--- src/tpp_pkg.sv ---
// Types, constants and the character time table of the terminal padding parser.
`default_nettype none

package tpp_pkg;

    // Field widths
    localparam int CHAR_W    = 8;
    localparam int LINES_W   = 8;
    localparam int SPEED_W   = 4;
    localparam int COUNT_W   = 23;
    localparam int WHOLE_W   = 14;
    localparam int TENTH_W   = 4;
    localparam int TENTHS_W  = 17;
    localparam int PROD_W    = TENTHS_W + LINES_W;
    localparam int DIVISOR_W = 11;
    localparam int REM_W     = DIVISOR_W + 1;
    localparam int DIV_STEPS = PROD_W;
    localparam int CNT_W     = $clog2(DIV_STEPS);
    localparam int CFG_IDX_W = 2;

    // Parse limits and characters
    localparam logic [TENTHS_W-1:0] WHOLE_MAX = TENTHS_W'(9999);
    localparam logic [CHAR_W-1:0]   CH_DOT    = 8'h2E;
    localparam logic [CHAR_W-1:0]   CH_STAR   = 8'h2A;
    localparam logic [CHAR_W-1:0]   CH_ZERO   = 8'h30;
    localparam logic [CHAR_W-1:0]   CH_NINE   = 8'h39;

    // Configuration register indexes
    localparam logic [CFG_IDX_W-1:0] CFG_SPEED_CODE = 2'd0;
    localparam logic [CFG_IDX_W-1:0] CFG_PAD_CHAR   = 2'd1;

    // Speed codes outside the table
    localparam logic [SPEED_W-1:0] SPEED_OFF  = 4'd0;
    localparam logic [SPEED_W-1:0] SPEED_OVER = 4'd15;

    // Output kinds
    localparam logic KIND_CHAR = 1'b0;
    localparam logic KIND_END  = 1'b1;

    // Input commands
    localparam logic CMD_CHAR = 1'b0;
    localparam logic CMD_END  = 1'b1;

    typedef struct packed {
        logic               cmd;
        logic [CHAR_W-1:0]  char_in;
        logic [LINES_W-1:0] affected_lines;
    } t_in;

    typedef struct packed {
        logic               kind;
        logic [CHAR_W-1:0]  out_char;
        logic [COUNT_W-1:0] pad_count;
    } t_out;

    typedef enum logic [1:0] {
        PH_INT,
        PH_DOT,
        PH_SKIP,
        PH_BODY
    } t_phase;

    typedef enum logic [2:0] {
        ST_IDLE,
        ST_MUL,
        ST_ADD,
        ST_DIV,
        ST_DONE
    } t_state;

    // Commands from controller to datapath
    typedef struct packed {
        logic accept_char;
        logic start_end;
        logic mul;
        logic add;
        logic div_step;
        logic finish;
    } t_cmd;

    // Status from datapath to controller
    typedef struct packed {
        logic out_free;
        logic div_last;
    } t_status;

    // Per-character time in tenths of a millisecond for each speed code
    function automatic logic [DIVISOR_W-1:0] char_time(input logic [SPEED_W-1:0] code);
        logic [DIVISOR_W-1:0] m;
        unique case (code)
            4'd1:    m = 11'd2000;
            4'd2:    m = 11'd1333;
            4'd3:    m = 11'd909;
            4'd4:    m = 11'd743;
            4'd5:    m = 11'd666;
            4'd6:    m = 11'd500;
            4'd7:    m = 11'd333;
            4'd8:    m = 11'd166;
            4'd9:    m = 11'd83;
            4'd10:   m = 11'd55;
            4'd11:   m = 11'd41;
            4'd12:   m = 11'd20;
            4'd13:   m = 11'd10;
            4'd14:   m = 11'd5;
            default: m = 11'd0;
        endcase
        return m;
    endfunction

endpackage

`default_nettype wire

--- src/tpp_ctrl.sv ---
// Controller state machine: input acceptance and sequencing of the end-of-string count.
`default_nettype none

module tpp_ctrl
    import tpp_pkg::*;
(
    input  wire logic    i_clk,
    input  wire logic    i_rst_n,
    input  wire logic    i_in_valid,
    input  wire logic    i_in_end,
    input  wire t_status i_status,
    output t_cmd         o_cmd,
    output logic         o_in_stall
);

    t_state r_state;
    t_state n_state;

    // State register
    always_ff @(posedge i_clk) begin
        if (!i_rst_n) begin
            r_state <= ST_IDLE;
        end else begin
            r_state <= n_state;
        end
    end

    // Next state and commands
    always_comb begin
        n_state    = r_state;
        o_cmd      = '0;
        o_in_stall = 1'b1;
        unique case (r_state)
            ST_IDLE: begin
                o_in_stall = !i_status.out_free;
                if (i_in_valid && i_status.out_free) begin
                    if (i_in_end == CMD_END) begin
                        o_cmd.start_end = 1'b1;
                        n_state         = ST_MUL;
                    end else begin
                        o_cmd.accept_char = 1'b1;
                    end
                end
            end
            ST_MUL: begin
                o_cmd.mul = 1'b1;
                n_state   = ST_ADD;
            end
            ST_ADD: begin
                o_cmd.add = 1'b1;
                n_state   = ST_DIV;
            end
            ST_DIV: begin
                o_cmd.div_step = 1'b1;
                if (i_status.div_last) begin
                    n_state = ST_DONE;
                end
            end
            ST_DONE: begin
                if (i_status.out_free) begin
                    o_cmd.finish = 1'b1;
                    n_state      = ST_IDLE;
                end
            end
            default: begin
                n_state = ST_IDLE;
            end
        endcase
    end

endmodule

`default_nettype wire

--- src/tpp_dp.sv ---
// Datapath: prefix parse state, configuration, multiplier, serial divider, output register.
`default_nettype none

module tpp_dp
    import tpp_pkg::*;
(
    input  wire logic                 i_clk,
    input  wire logic                 i_rst_n,
    input  wire t_cmd                 i_cmd,
    output t_status                   o_status,
    input  wire t_in                  i_in_data,
    input  wire logic                 i_cfg_valid,
    input  wire logic [CFG_IDX_W-1:0] i_cfg_index,
    input  wire logic [CHAR_W-1:0]    i_cfg_data,
    input  wire logic                 i_out_stall,
    output logic                      o_out_valid,
    output t_out                      o_out_data
);

    // Parse state
    t_phase               r_phase, n_phase;
    logic [WHOLE_W-1:0]   r_whole, n_whole;
    logic [TENTH_W-1:0]   r_tenth, n_tenth;
    logic                 r_star,  n_star;

    // Configuration
    logic [SPEED_W-1:0]   r_speed;
    logic [CHAR_W-1:0]    r_pad;

    // End-of-string arithmetic
    logic [TENTHS_W-1:0]  r_tenths;
    logic [LINES_W-1:0]   r_lines;
    logic                 r_use_star;
    logic [PROD_W-1:0]    r_prod;
    logic [PROD_W-1:0]    r_dq;
    logic [REM_W-1:0]     r_rem;
    logic [CNT_W-1:0]     r_cnt;

    // Output register
    logic                 r_out_valid, n_out_valid;
    t_out                 r_out_data,  n_out_data;

    logic                 w_digit;
    logic [TENTH_W-1:0]   w_dval;
    logic [TENTHS_W-1:0]  w_whole_ext;
    logic [TENTHS_W-1:0]  w_whole_next;
    logic [TENTHS_W-1:0]  w_tenths;
    logic                 w_emit;
    logic [DIVISOR_W-1:0] w_m;
    logic                 w_pad_ok;
    logic [PROD_W-1:0]    w_prod;
    logic [REM_W-1:0]     w_trial;
    logic                 w_ge;
    logic                 w_load;

    // Decode the incoming character
    assign w_digit      = (i_in_data.char_in >= CH_ZERO) && (i_in_data.char_in <= CH_NINE);
    assign w_dval       = TENTH_W'(i_in_data.char_in - CH_ZERO);
    assign w_whole_ext  = {{(TENTHS_W-WHOLE_W){1'b0}}, r_whole};
    assign w_whole_next = (w_whole_ext << 3) + (w_whole_ext << 1)
                        + {{(TENTHS_W-TENTH_W){1'b0}}, w_dval};
    assign w_tenths     = (w_whole_ext << 3) + (w_whole_ext << 1)
                        + {{(TENTHS_W-TENTH_W){1'b0}}, r_tenth};

    // Divisor from the speed table
    assign w_m      = char_time(r_speed);
    assign w_pad_ok = (r_speed != SPEED_OFF) && (r_speed != SPEED_OVER);

    // Delay times line count
    assign w_prod = {{(PROD_W-TENTHS_W){1'b0}}, r_tenths}
                  * {{(PROD_W-LINES_W){1'b0}}, r_lines};

    // One restoring divide step
    assign w_trial = {r_rem[REM_W-2:0], r_dq[PROD_W-1]};
    assign w_ge    = w_trial >= {1'b0, w_m};

    // Status
    assign o_status.out_free = !r_out_valid || !i_out_stall;
    assign o_status.div_last = (r_cnt == CNT_W'(DIV_STEPS - 1));

    // Prefix parser: advance phase, accumulate delay, decide on pass-through
    always_comb begin
        n_phase = r_phase;
        n_whole = r_whole;
        n_tenth = r_tenth;
        n_star  = r_star;
        w_emit  = 1'b0;
        if (i_cmd.accept_char) begin
            unique case (r_phase)
                PH_INT: begin
                    if (w_digit) begin
                        n_whole = (w_whole_next > WHOLE_MAX) ? WHOLE_MAX[WHOLE_W-1:0]
                                                             : w_whole_next[WHOLE_W-1:0];
                    end else if (i_in_data.char_in == CH_DOT) begin
                        n_phase = PH_DOT;
                    end else begin
                        n_phase = PH_BODY;
                        if (i_in_data.char_in == CH_STAR) n_star = 1'b1;
                        else                               w_emit = 1'b1;
                    end
                end
                PH_DOT: begin
                    if (w_digit) begin
                        n_tenth = w_dval;
                        n_phase = PH_SKIP;
                    end else begin
                        n_phase = PH_BODY;
                        if (i_in_data.char_in == CH_STAR) n_star = 1'b1;
                        else                               w_emit = 1'b1;
                    end
                end
                PH_SKIP: begin
                    if (!w_digit) begin
                        n_phase = PH_BODY;
                        if (i_in_data.char_in == CH_STAR) n_star = 1'b1;
                        else                               w_emit = 1'b1;
                    end
                end
                PH_BODY: begin
                    w_emit = 1'b1;
                end
            endcase
        end
        // Drop the parse state once the end result is loaded into the output register
        if (i_cmd.finish) begin
            n_phase = PH_INT;
            n_whole = '0;
            n_tenth = '0;
            n_star  = 1'b0;
        end
    end

    // Output register: load a result or drain on a taken transaction
    assign w_load = (i_cmd.accept_char && w_emit) || i_cmd.finish;

    always_comb begin
        n_out_valid = r_out_valid;
        n_out_data  = r_out_data;
        if (w_load) begin
            n_out_valid = 1'b1;
            if (i_cmd.finish) begin
                n_out_data.kind      = KIND_END;
                n_out_data.out_char  = r_pad;
                n_out_data.pad_count = w_pad_ok ? r_dq[COUNT_W-1:0] : '0;
            end else begin
                n_out_data.kind      = KIND_CHAR;
                n_out_data.out_char  = i_in_data.char_in;
                n_out_data.pad_count = '0;
            end
        end else if (!i_out_stall) begin
            n_out_valid = 1'b0;
        end
    end

    // Control registers
    always_ff @(posedge i_clk) begin
        if (!i_rst_n) begin
            r_phase     <= PH_INT;
            r_whole     <= '0;
            r_tenth     <= '0;
            r_star      <= 1'b0;
            r_speed     <= '0;
            r_pad       <= '0;
            r_out_valid <= 1'b0;
        end else begin
            r_phase     <= n_phase;
            r_whole     <= n_whole;
            r_tenth     <= n_tenth;
            r_star      <= n_star;
            r_out_valid <= n_out_valid;
            if (i_cfg_valid) begin
                case (i_cfg_index)
                    CFG_SPEED_CODE: r_speed <= i_cfg_data[SPEED_W-1:0];
                    CFG_PAD_CHAR:   r_pad   <= i_cfg_data;
                    default:        ;
                endcase
            end
        end
    end

    // Payload registers
    always_ff @(posedge i_clk) begin
        r_out_data <= n_out_data;
        // Capture delay and line count of the end transaction
        if (i_cmd.start_end) begin
            r_tenths   <= w_tenths;
            r_lines    <= i_in_data.affected_lines;
            r_use_star <= r_star;
        end
        // Scale by the line count when a star was seen
        if (i_cmd.mul) begin
            r_prod <= r_use_star ? w_prod : {{(PROD_W-TENTHS_W){1'b0}}, r_tenths};
        end
        // Add half a character time and start the divider
        if (i_cmd.add) begin
            r_dq  <= r_prod + {{(PROD_W-DIVISOR_W){1'b0}}, (w_m >> 1)};
            r_rem <= '0;
            r_cnt <= '0;
        end
        // Shift in one quotient bit
        if (i_cmd.div_step) begin
            r_rem <= w_ge ? (w_trial - {1'b0, w_m}) : w_trial;
            r_dq  <= {r_dq[PROD_W-2:0], w_ge};
            r_cnt <= r_cnt + CNT_W'(1);
        end
    end

    assign o_out_valid = r_out_valid;
    assign o_out_data  = r_out_data;

endmodule

`default_nettype wire

--- src/terminal_padding_parser.sv ---
// A passed-through character appears in the output register in the cycle after acceptance.
// Throughput: one character transaction per cycle while the output side keeps up.
// An end transaction runs through capture, multiply, add, 25 divide steps in the
// one-bit-per-cycle divider, and load; the load waits while the output side stalls.
// Reset: synchronous, active low; clears parse state and both registers, empties the output.
// Top level of the terminal padding parser.
`default_nettype none

module terminal_padding_parser
    import tpp_pkg::*;
(
    input  wire logic                 i_clk,
    input  wire logic                 i_rst_n,
    input  wire logic                 i_in_valid,
    output logic                      o_in_stall,
    input  wire t_in                  i_in_data,
    output logic                      o_out_valid,
    input  wire logic                 i_out_stall,
    output t_out                      o_out_data,
    input  wire logic                 i_cfg_valid,
    output logic                      o_cfg_ready,
    input  wire logic [CFG_IDX_W-1:0] i_cfg_index,
    input  wire logic [CHAR_W-1:0]    i_cfg_data
);

    t_cmd    w_cmd;
    t_status w_status;

    // Registers always take a write
    assign o_cfg_ready = 1'b1;

    tpp_ctrl u_ctrl (
        .i_clk      (i_clk),
        .i_rst_n    (i_rst_n),
        .i_in_valid (i_in_valid),
        .i_in_end   (i_in_data.cmd),
        .i_status   (w_status),
        .o_cmd      (w_cmd),
        .o_in_stall (o_in_stall)
    );

    tpp_dp u_dp (
        .i_clk       (i_clk),
        .i_rst_n     (i_rst_n),
        .i_cmd       (w_cmd),
        .o_status    (w_status),
        .i_in_data   (i_in_data),
        .i_cfg_valid (i_cfg_valid && o_cfg_ready),
        .i_cfg_index (i_cfg_index),
        .i_cfg_data  (i_cfg_data),
        .i_out_stall (i_out_stall),
        .o_out_valid (o_out_valid),
        .o_out_data  (o_out_data)
    );

endmodule

`default_nettype wire

--- config.mk ---
export PLATFORM = sky130hd
export DESIGN_NAME = terminal_padding_parser
export DESIGN_NICKNAME = d
export VERILOG_FILES = /design/src/tpp_pkg.sv /design/src/tpp_ctrl.sv /design/src/tpp_dp.sv /design/src/terminal_padding_parser.sv
export SDC_FILE = /design/constraint.sdc
export NUM_CORES = 1
export LEC_CHECK = 0
export ABC_AREA = 1
export BUFFER_PORTS_ARGS = -buffer_cell sky130_fd_sc_hd__buf_2
export CORE_MARGIN = 8
export CORE_UTILIZATION = 57
export CTS_CLUSTER_SIZE = 14
export DETAILED_ROUTE_END_ITERATION = 6
export HOLD_SLACK_MARGIN = 0.02
export MAX_ROUTING_LAYER = met4
export PLACE_DENSITY = 0.78
export SLEW_MARGIN = 10
export SYNTH_ARGS = -nofsm -noshare
export SYNTH_HDL_FRONTEND = slang
export SYNTH_SLANG_ARGS = --single-unit
--- constraint.sdc ---
create_clock -name i_clk -period 5.15 [get_ports i_clk]
set_clock_uncertainty 0.05 [all_clocks]
set_input_delay 0.515 -clock i_clk [delete_from_list [all_inputs] [get_ports i_clk]]
set_output_delay 0.515 -clock i_clk [all_outputs]
set_load 0.03 [all_outputs]
Word-level counts from Yosys, hierarchy flattened
Memory sizes are Yosys's and may differ from the RTL's. A register that Yosys moved wholly into a read port is not among the register bits.
Cells that the tools add are included.
{"block": "word_totals", "register_bits": 161, "latchBits": 0, "ram_bits": 0, "rom_bits": 176, "input_bits": 32, "output_inout_bits": 35, "elab_cells": 126, "mem_count": 1}
{"name": "(name not given)", "words": 16, "word_bits": 11, "read_ports": 1, "rd_ports_with_merged_regs": 1, "wr": 0, "line_no": "tpp_pkg.sv:90", "source": "unique case (code)"}
{"block": "classes", "addsub": 7, "mul": 1, "div_mod_pow": 0, "magnitude_cmp": 4, "eq_ne": 21, "shifts": 0, "muxes": 46, "bitwise_logic": 1, "reduce_logical": 26}
{"operator": "$mux 25", "n": 2}
{"operator": "$add 17x4->17", "n": 2}
{"operator": "$mux 11", "n": 3}
{"operator": "$mux 32", "n": 1}
{"operator": "$add 25x10->25", "n": 1}
{"operator": "$mul 17x8->25", "n": 1}
{"operator": "$mux 23", "n": 1}
{"operator": "$mux 1", "n": 20}
{"operator": "$add 17x15->17", "n": 1}
{"operator": "$gt 17x14->1 const B", "n": 1}
{"operator": "$mux 17", "n": 1}
{"operator": "$eq 8x6->1 const B", "n": 2}
{"operator": "$pmux 3 s5", "n": 1}
{"operator": "$mux 14", "n": 1}
{"operator": "$ge 12x11->1", "n": 1}
{"operator": "$mux 3", "n": 4}
{"operator": "$sub 11x11->11", "n": 1}
{"operator": "$mux 2", "n": 5}
{"operator": "$mux 5", "n": 2}
{"operator": "$ne 2x2->1 const B", "n": 5}
{"operator": "$ge 8x6->1 const B", "n": 1}
{"operator": "$le 8x6->1 const B", "n": 1}
{"operator": "$mux 4", "n": 2}
{"operator": "$ne 2x1->1 const B", "n": 4}
{"operator": "26 further kinds", "n": 42}

Logic depth before layout (Yosys ltp)
Gate-level depths: netlist of run 1.
{"block": "logic_depth", "depth_word": 9, "mapped_depth": 23}

Cells and area by module
Synthesis of run 1 repeated with hierarchy kept, for this count alone.
{"block": "hier_totals", "hier_cells": 1855, "hier_area_um2": 14517.7}
{"mod": "tpp_dp", "n_inst": 1, "cells_each": 1809, "area_each_um2": 14247.4, "seq_area_each_um2": 4624.4}
{"mod": "tpp_ctrl", "n_inst": 1, "cells_each": 44, "area_each_um2": 259.0, "seq_area_each_um2": 60.1}
{"mod": "terminal_padding_parser", "n_inst": 1, "cells_each": 2, "area_each_um2": 11.3, "seq_area_each_um2": 0.0}

Least setup slack after synthesis of run 1
OpenSTA, ideal clock, no wires.
{"block": "synth_path", "path_type": "reg-to-reg", "from": "register u_dp.r_lines[7]", "to": "register u_dp.r_prod[16], data pin", "setup_ns": 0.253, "arrival_time_ns": 4.696, "setup_slack_ns": 0.151, "stages_incl_launch_ff": 23, "period_less_slack_ns": 4.999, "path_cell_list": "edfxtp_1 clkbuf_1 clkbuf_1 nand2_1 fa_1 fa_1 inv_1 fa_1 inv_1 fa_1 inv_1 ha_1 nand2_1 o21ai_0 a21oi_1 o21bai_1 a21oi_1 o21ai_0 nand2_1 nand2_1 nand2_1 nand3_1 nand2_1"}
{"block": "synth_between", "elab_chain_cells": 2}
{"element": "start: declaration", "line_no": "tpp_dp.sv:32", "source": "logic [LINES_W-1:0] r_lines;"}
{"element": "start signal: assignment", "line_no": "tpp_dp.sv:187", "source": "r_lines <= i_in_data.affected_lines;"}
{"element": "$mul 17x8->25", "line_no": "tpp_dp.sv:71", "source": "* {{(PROD_W-LINES_W){1'b0}}, r_lines};"}
{"element": "$mux 17", "line_no": "tpp_dp.sv:192", "source": "r_prod <= r_use_star ? w_prod : {{(PROD_W-TENTHS_W){1'b0}}, r_tenths};"}
{"element": "end signal: assignment", "line_no": "tpp_dp.sv:192"}
{"element": "end: declaration", "line_no": "tpp_dp.sv:34", "source": "logic [PROD_W-1:0] r_prod;"}
Every way passes these cells.
A chain may end at the register's enable or synchronous reset.

Worst setup path in the final report of run 1
{"block": "layout_path", "from": "register u_dp.r_lines[6]", "to": "register u_dp.r_prod[19], data pin"}
{"block": "layout_between", "elab_chain_cells": 1}
{"element": "$mul 17x8->25", "line_no": "tpp_dp.sv:71"}
Every way passes these cells.

==> results of run 1 <==
repair_timing:
| action | CTS | global route |
|---|---|---|
| hold buffers | 0 | 0 |
| hold endpoints to repair | 0 | 0 |
| endpoints found under the setup margin | 0 | 13 |
| resized for setup | 0 | 16 |
| setup buffers | 0 | 34 |
placed cells by master (no fill, tap or decap), drive strengths merged, types with 2 or more instances in the layout:
cell type / synthesis / layout
o2111ai: 3 / 3
xor2: 32 / 32
nor3: 21 / 21
a21oi: 97 / 97
a21o: 4 / 4
clkinv: 1 / 2
a31oi: 6 / 6
o22ai: 3 / 3
inv: 400 / 403
o211ai: 5 / 5
o221ai: 2 / 2
ha: 98 / 98
o21ai: 104 / 104
nand4: 20 / 20
nand3b: 2 / 2
xnor2: 14 / 14
o31ai: 3 / 3
or2: 8 / 8
nand3: 86 / 86
nor2: 131 / 131
clkbuf: 55 / 26
a311oi: 2 / 2
nand2: 423 / 423
edfxtp: 124 / 124
dfxtp: 48 / 48
o21a: 5 / 5
a211oi: 6 / 6
o21bai: 2 / 2
buf: 3 / 121
fa: 95 / 95
worst max-delay path, delay by kind of cell (launching register included):
kind / cells / cell delay (ns)
and+or+nand+nor: 6 / 0.57
AOI/OAI and AO/OA: 5 / 0.65
DFF: 1 / 0.41
adders and majority gates: 5 / 2.38
buffers and inverters: 6 / 0.66
cell usage after synthesis (2+ instances only):
cell type	count
nand2_1	407
inv_1	398
edfxtp_1	124
nor2_1	122
ha_1	98
a21oi_1	95
fa_1	95
o21ai_0	95
nand3_1	79
clkbuf_1	55
dfxtp_1	48
xor2_1	32
nor3_1	21
nand4_1	20
nand2_2	14
xnor2_1	14
or2_2	8
nand3_2	7
o21ai_2	7
a211oi_1	6
a31oi_1	6
nor2_4	5
o211ai_1	5
o21a_1	5
a21o_1	4
nor2_2	3
o2111ai_1	3
o22ai_1	3
o31ai_1	3
a21oi_2	2
a311oi_1	2
inv_2	2
nand2_4	2
nand3b_1	2
o21ai_1	2
o21bai_1	2
o221ai_1	2
final timing paths:
path / depth (start not counted) / end / slack, ns / startpoint
worst max-delay path: 22 / u_dp.r_prod[19] / 0.18 / u_dp.r_lines[6]
worst max register to register: 22 / u_dp.r_prod[19] / 0.18 / u_dp.r_lines[6]
worst min register to register: 0 / u_dp.r_tenths[0] / 0.39 / u_dp.r_tenth[0]
worst min-delay path: 1 / u_dp.r_lines[4] / 0.20 / i_in_data[4]
layout make-up:
class | instances | area (sq um) | share of cell area, %
tap | 330 | 412.9 | 2.588
multi-input combinational | 1180 | 7994 | 50.11
sequential | 172 | 4684 | 29.37
clock buffer | 26 | 531.8 | 3.334
inverter | 401 | 1505 | 9.436
clock inverter | 6 | 70.07 | 0.4393
timing repair buffer | 121 | 753.2 | 4.722
cells by family (layout without fill, tap and decap cells):
logic type	count (synthesis)	count (layout)	synth area share, %
AOI/OAI and AO/OA	246	246	9.647
xor gates and xnor gates	46	46	2.816
adders and majority gates	193	193	21.86
buffers and inverters	459	554	12.12
DFF	172	172	32.74
other	1	1	0.02621
and+or+nand+nor	694	694	20.78
metal layers:
layer  vias to the layer above  global-route usage, %
met3                        71                  3.450
met4                         0                  7.054
met5                         -                      -
li1                       5837                      -
met2                       385                  39.22
met1                      5584                  26.01
stage by stage:
stage / power (uW) / util [%] / setup TNS (ns) / cells / worst slack (ns)
after floorplan: 5264 / - / 0 / 1811 / 0.1506
after global placement: 6099 / 60.26 / 0 / 2170 / 0.1732
after detailed placement: 6195 / 60.26 / 0 / 2170 / 0.03574
after CTS: 7580 / 62.68 / 0 / 2202 / 0.004722
after global routing: 8723 / 64.08 / -0.07866 / 2236 / -0.04876
final: 7977 / 64.08 / 0 / 2236 / 0.1809
report_power, final:
group	leakage [uW]	internal [uW]	total [uW]	switching (uW)
registers	0.00156	1910	2080	170
logic	0.00636	1800	4580	2780
clock network	0.000292	769	1320	551
registers in the layout (all words and copies together) (netlist names), 2 cells and up:
signal,flops
u_dp.r_tenths,17
u_dp.r_prod,25
u_dp.r_lines,8
u_dp.r_rem,11
u_dp.o_out_data,32
u_dp.r_dq,25
u_dp.r_cnt,5
u_dp.w_m,11
u_ctrl.r_state,3
u_dp.r_whole,14
u_dp.r_tenth,4
u_dp.r_speed,4
u_dp.r_pad,8
u_dp.r_phase,2
==> flow_summary.json, run 1 <==
{
  "clockBufferDepth": 2,
  "numClockSinks": 172,
  "fmax_ghz": 0.2012,
  "die_x_microns": 174.4,
  "gp_congestion": 0.9522,
  "num_vias": 11877,
  "syn_area_per_cell_sq_um": 7.900,
  "grt_pass1_vias": 11994,
  "wl_met2_mm": 16.68,
  "period_minus_slack_ns": 4.969,
  "drt-initial-drc-count": 953,
  "min_path_type": "in -> reg",
  "routed_wl_mm": 32.93,
  "slew_headroom_pct": 27.19,
  "worst-path-max-fanout": 5,
  "final-setup-viol-count": 0,
  "synth_cell_types": 50,
  "synth_ff_type": "edfxtp_1",
  "yosys_warnings": 0,
  "n_fill_cell": 2026,
  "syn_area_sq_um": 14310,
  "slowest_stage": "fa_1",
  "placed_cell_area_sq_um": 15000,
  "worst_pin_slew_ns": 1.084,
  "first_pass_iters": 6,
  "crit_path_end_kind": "flop",
  "synth_area_leader_cell": "edfxtp_1",
  "clkTransAtPathRegs_ns": 0.07,
  "cp.required_ns": 5.29,
  "path_class": "reg -> reg",
  "grt_pass1_wl_mm": 55.19,
  "antennaDiodeCount": 0,
  "overflow": 0,
  "path_cells": "buf_4 > buf_4 > nand2_1 > inv_1 > fa_1 > fa_1 > fa_1 > inv_1 > fa_1 > inv_1 > ha_4 > nand2_1 > nor2_4 > nand2_1 > o211ai_1 > a31oi_2 > o21ai_1 > buf_4 > nand2_1 > nand2_1 > a21oi_1 > o21a_1",
  "max_stage_delay_ns": 0.55,
  "core_area_sq_um": 24890,
  "synthCells": 1811,
  "root_buffer": "clkbuf_16",
  "ctsHtreeMaxLevel": 4,
  "irDropWorstVdd_mv": 0.3444,
  "crit_arrival_ns": 5.11,
  "grt_start_max_net_pins": 42,
  "maxCapViolations": 0,
  "wl_met1_mm": 13.52,
  "ant_nets": 0,
  "port_buffers": 65,
  "routed.top_layer": "met4",
  "dpl.hpwl_mm": 24.70,
  "drc": 0,
  "wl_per_cell_microns": 14.73,
  "core.rowCount": 58,
  "syn-num-nets": 2036,
  "final_cell_area_sq_um": 15950,
  "maxSlewViolCount": 0,
  "drive_above_1_share_pct": 11.12,
  "syn_to_final_growth_pct": 11.50,
  "start_util_pct": 57.47,
  "async_reset_ff_share_pct": 0,
  "cts_tree": "done",
  "status": "complete, no violations",
  "synth_edf_count": 124,
  "fin_crit_sh_pct": 96.49,
  "die_y_microns": 174.4,
  "worst_path_most_repeated_cell": "nand2_1",
  "synth_area_leaders": "edfxtp_1 26%, fa_1 13%, nand2_1 11%, inv_1 10%, ha_1 8.6%",
  "vias_per_cell": 5.312,
  "numCtsBuffers": 17,
  "route.met3.wl_mm": 1.923,
  "dieArea_sq_um": 30420,
  "ys_seq_area_share_pct": 32.74,
  "startpoint_type": "flop",
  "fin_hold_ws_ns": 0.2009,
  "p_leak_uw": 0.008213,
  "synth_seq_cells": 172,
  "power_density_nw_per_um2": 500.1,
  "clk_latency_ns": 0.44,
  "grt_antenna_before_repair": 0,
  "ioPinCount": 67,
  "hold_violations": 0,
  "grt_use_total_pct": 22.38,
  "netlist.area_leader.share_pct": 26.03,
  "nets": 2118
}
Note: power is estimated with default switching activity, not from simulation.
==> inputs of run 2 (changes only) <==
--- a/config.mk
+++ b/config.mk
@@ -7,10 +7,11 @@
 export LEC_CHECK = 0
 export ABC_AREA = 1
 export BUFFER_PORTS_ARGS = -buffer_cell sky130_fd_sc_hd__buf_2
-export CORE_MARGIN = 8
+export CORE_MARGIN = 2
 export CORE_UTILIZATION = 57
 export CTS_CLUSTER_SIZE = 14
 export DETAILED_ROUTE_END_ITERATION = 6
+export GPL_TIMING_DRIVEN = 0
 export HOLD_SLACK_MARGIN = 0.02
 export MAX_ROUTING_LAYER = met4
 export PLACE_DENSITY = 0.78
==> run 2 against run 1 <==
Effect of this change: combinational power down 3%; global-route usage up 4.0 points; non-clock buffer count down 3; fmax up 1.2%; clock power down 3%; core utilization up 0.58 points; clock-buffer cell count down 8; routed wire length down 0.88%; sequential power about the same; critical endpoint is now u_dp.r_prod[24].
==> flow_summary.json, run 2 (synthesis gave the netlist of run 1 again) <==
{
  "fmax_ghz": 0.2036,
  "vias_per_cell": 5.333,
  "final_common_cell": "nand2_1",
  "clk_latency_ns": 0.45,
  "root_buffer": "clkbuf_16",
  "startpoint_type": "flop",
  "antennaDiodeCount": 0,
  "instances_no_fill": 2227,
  "grt_use_total_pct": 26.41,
  "intPower_uw": 4235,
  "grt_antenna_before_repair": 0,
  "p_leak_uw": 0.008116,
  "cts_tree": "done",
  "numClockSinks": 172,
  "gp_congestion": 1.006,
  "ant_nets": 0,
  "clockBufferDepth": 2,
  "maxSlewViolCount": 0,
  "finalSetupTns_ns": 0,
  "nets": 2115,
  "slew_headroom_pct": 43.62,
  "grt_pass1_vias": 11633,
  "min_path_type": "in -> reg",
  "start_util_pct": 58.48,
  "dieArea_sq_um": 26380,
  "final-setup-viol-count": 0,
  "comb_power_share_pct": 57.0,
  "routed_wl_mm": 32.64,
  "port_buffers": 65,
  "worst-path-max-fanout": 10,
  "fin_crit_sh_pct": 95.37,
  "num_vias": 11876,
  "clkTransAtPathRegs_ns": 0.08,
  "syn_to_final_growth_pct": 10.57,
  "layout_common_cells": "406 x nand2_1, 398 x inv_1, 124 x edfxtp_1",
  "wl_per_cell_microns": 14.66,
  "hold_violations": 0,
  "largest_reg_flops": 32,
  "cp.required_ns": 5.39,
  "grt_start_max_net_pins": 37,
  "numCtsBuffers": 17,
  "drive_above_1_share_pct": 10.25,
  "drc": 0,
  "seqPwrFrac_pct": 26.6,
  "worst_pin_slew_ns": 0.8392,
  "drt-initial-drc-count": 1023,
  "swShare_pct": 45.71,
  "die_y_microns": 162.4,
  "dpl.hpwl_mm": 25.19,
  "die_x_microns": 162.4,
  "path_class": "reg -> reg",
  "grt_pass1_wl_mm": 54.41,
  "power.switching_uw": 3566,
  "irDropWorstVdd_mv": 0.3648,
  "rr_worst_depth": 19,
  "holdPathStages": 1,
  "power_density_nw_per_um2": 493.2,
  "crit_path_end_kind": "flop",
  "overflow": 0,
  "core_area_sq_um": 24460,
  "period_minus_slack_ns": 4.912,
  "first_pass_iters": 6,
  "core.rowCount": 57,
  "placedCellCount": 2205,
  "pwr-share-clk_pct": 16.4,
  "ioPinCount": 67,
  "crit_arrival_ns": 5.15,
  "ctsHtreeMaxLevel": 4,
  "status": "complete, no violations",
  "maxCapViolations": 0
}
run 2: changes by cell type in the layout (fill, tap and decap cells not counted), moves of 4 or more:
cell      previous run  this run
clkbuf_2             0         6
a21oi_1             95        91
inv_8                0         4
buf_4               53        17
clkbuf_1             4        25
ha_4                 5         1
run 2: power by group through the flow:
stage          sequential, uW  clock (uW)  combinational (uW)
2_1_floorplan            2100           0                3160
3_3_place_gp             2070           0                3960
3_5_place_dp             2060           0                4120
4_1_cts                  2060        1290                4170
5_1_grt                  2110        1340                5040
6_report                 2080        1280                4440
run 2: worst paths after layout:
check                                     start               to  slack [ns]
worst max-delay path            u_dp.r_lines[6]  u_dp.r_prod[24]        0.24
worst min-delay path               i_in_data[2]  u_dp.r_lines[2]        0.19
worst max register to register  u_dp.r_lines[6]  u_dp.r_prod[24]        0.24
worst min register to register      u_dp.r_star  u_dp.r_use_star        0.39
run 2: critical path, stage by stage (launching register included):
cell and delay, ns:
edfxtp_1 0.45, buf_4 0.22, nand2_1 0.08, inv_1 0.06, fa_1 0.48, fa_1 0.53
fa_1 0.57, inv_1 0.07, fa_1 0.53, inv_1 0.04, ha_1 0.36, a21oi_2 0.24
o21ai_0 0.11, a21oi_1 0.24, nand3_2 0.14, nand3_1 0.09, nand2_1 0.09, a21boi_1 0.17
o21ai_0 0.09, a21oi_1 0.14
run 2: routing by layer:
metal	vias up	GRT usage, %	wire [microns]
met3	77	3.463	2004
met2	404	46.15	16450
li1	5852	-	-
met4	0	9.533	868
met1	5543	31.42	13320
met5	-	-	0
run 2: repair_timing:
action                                  in CTS  in global routing
hold buffers                                 0                  0
pin swaps                                    0                  3
endpoints found under the setup margin      16                 10
resized for setup                           10                 29
endpoints found under the hold margin        0                  0
buffers inserted                             6                  6
run 2: stage by stage:
stage / total power (uW) / util [%] / area, sq um / setup WS (ns) / hold slack [ns]
floorplan: 5264 / - / 14310 / 0.1506 / 0.3582
global placement: 6034 / 61.47 / 15040 / -0.5844 / 0.3666
detailed placement: 6180 / 61.87 / 15140 / -0.5672 / 0.3726
CTS: 7520 / 64.27 / 15720 / 0.01663 / 0.1785
global route: 8494 / 64.66 / 15820 / -0.01454 / 0.1851
finish: 7801 / 64.66 / 15820 / 0.2383 / 0.1883
run 2: cell type report:
cell class                 count  area, sq um
inverter                     401         1505
sequential                   172         4684
fill                        2024         8645
tap                          324        405.4
buffer                        36        165.2
timing repair buffer          82        493.0
clock buffer                  18        429.2
multi-input combinational   1180         7985
clock inverter                14        150.1
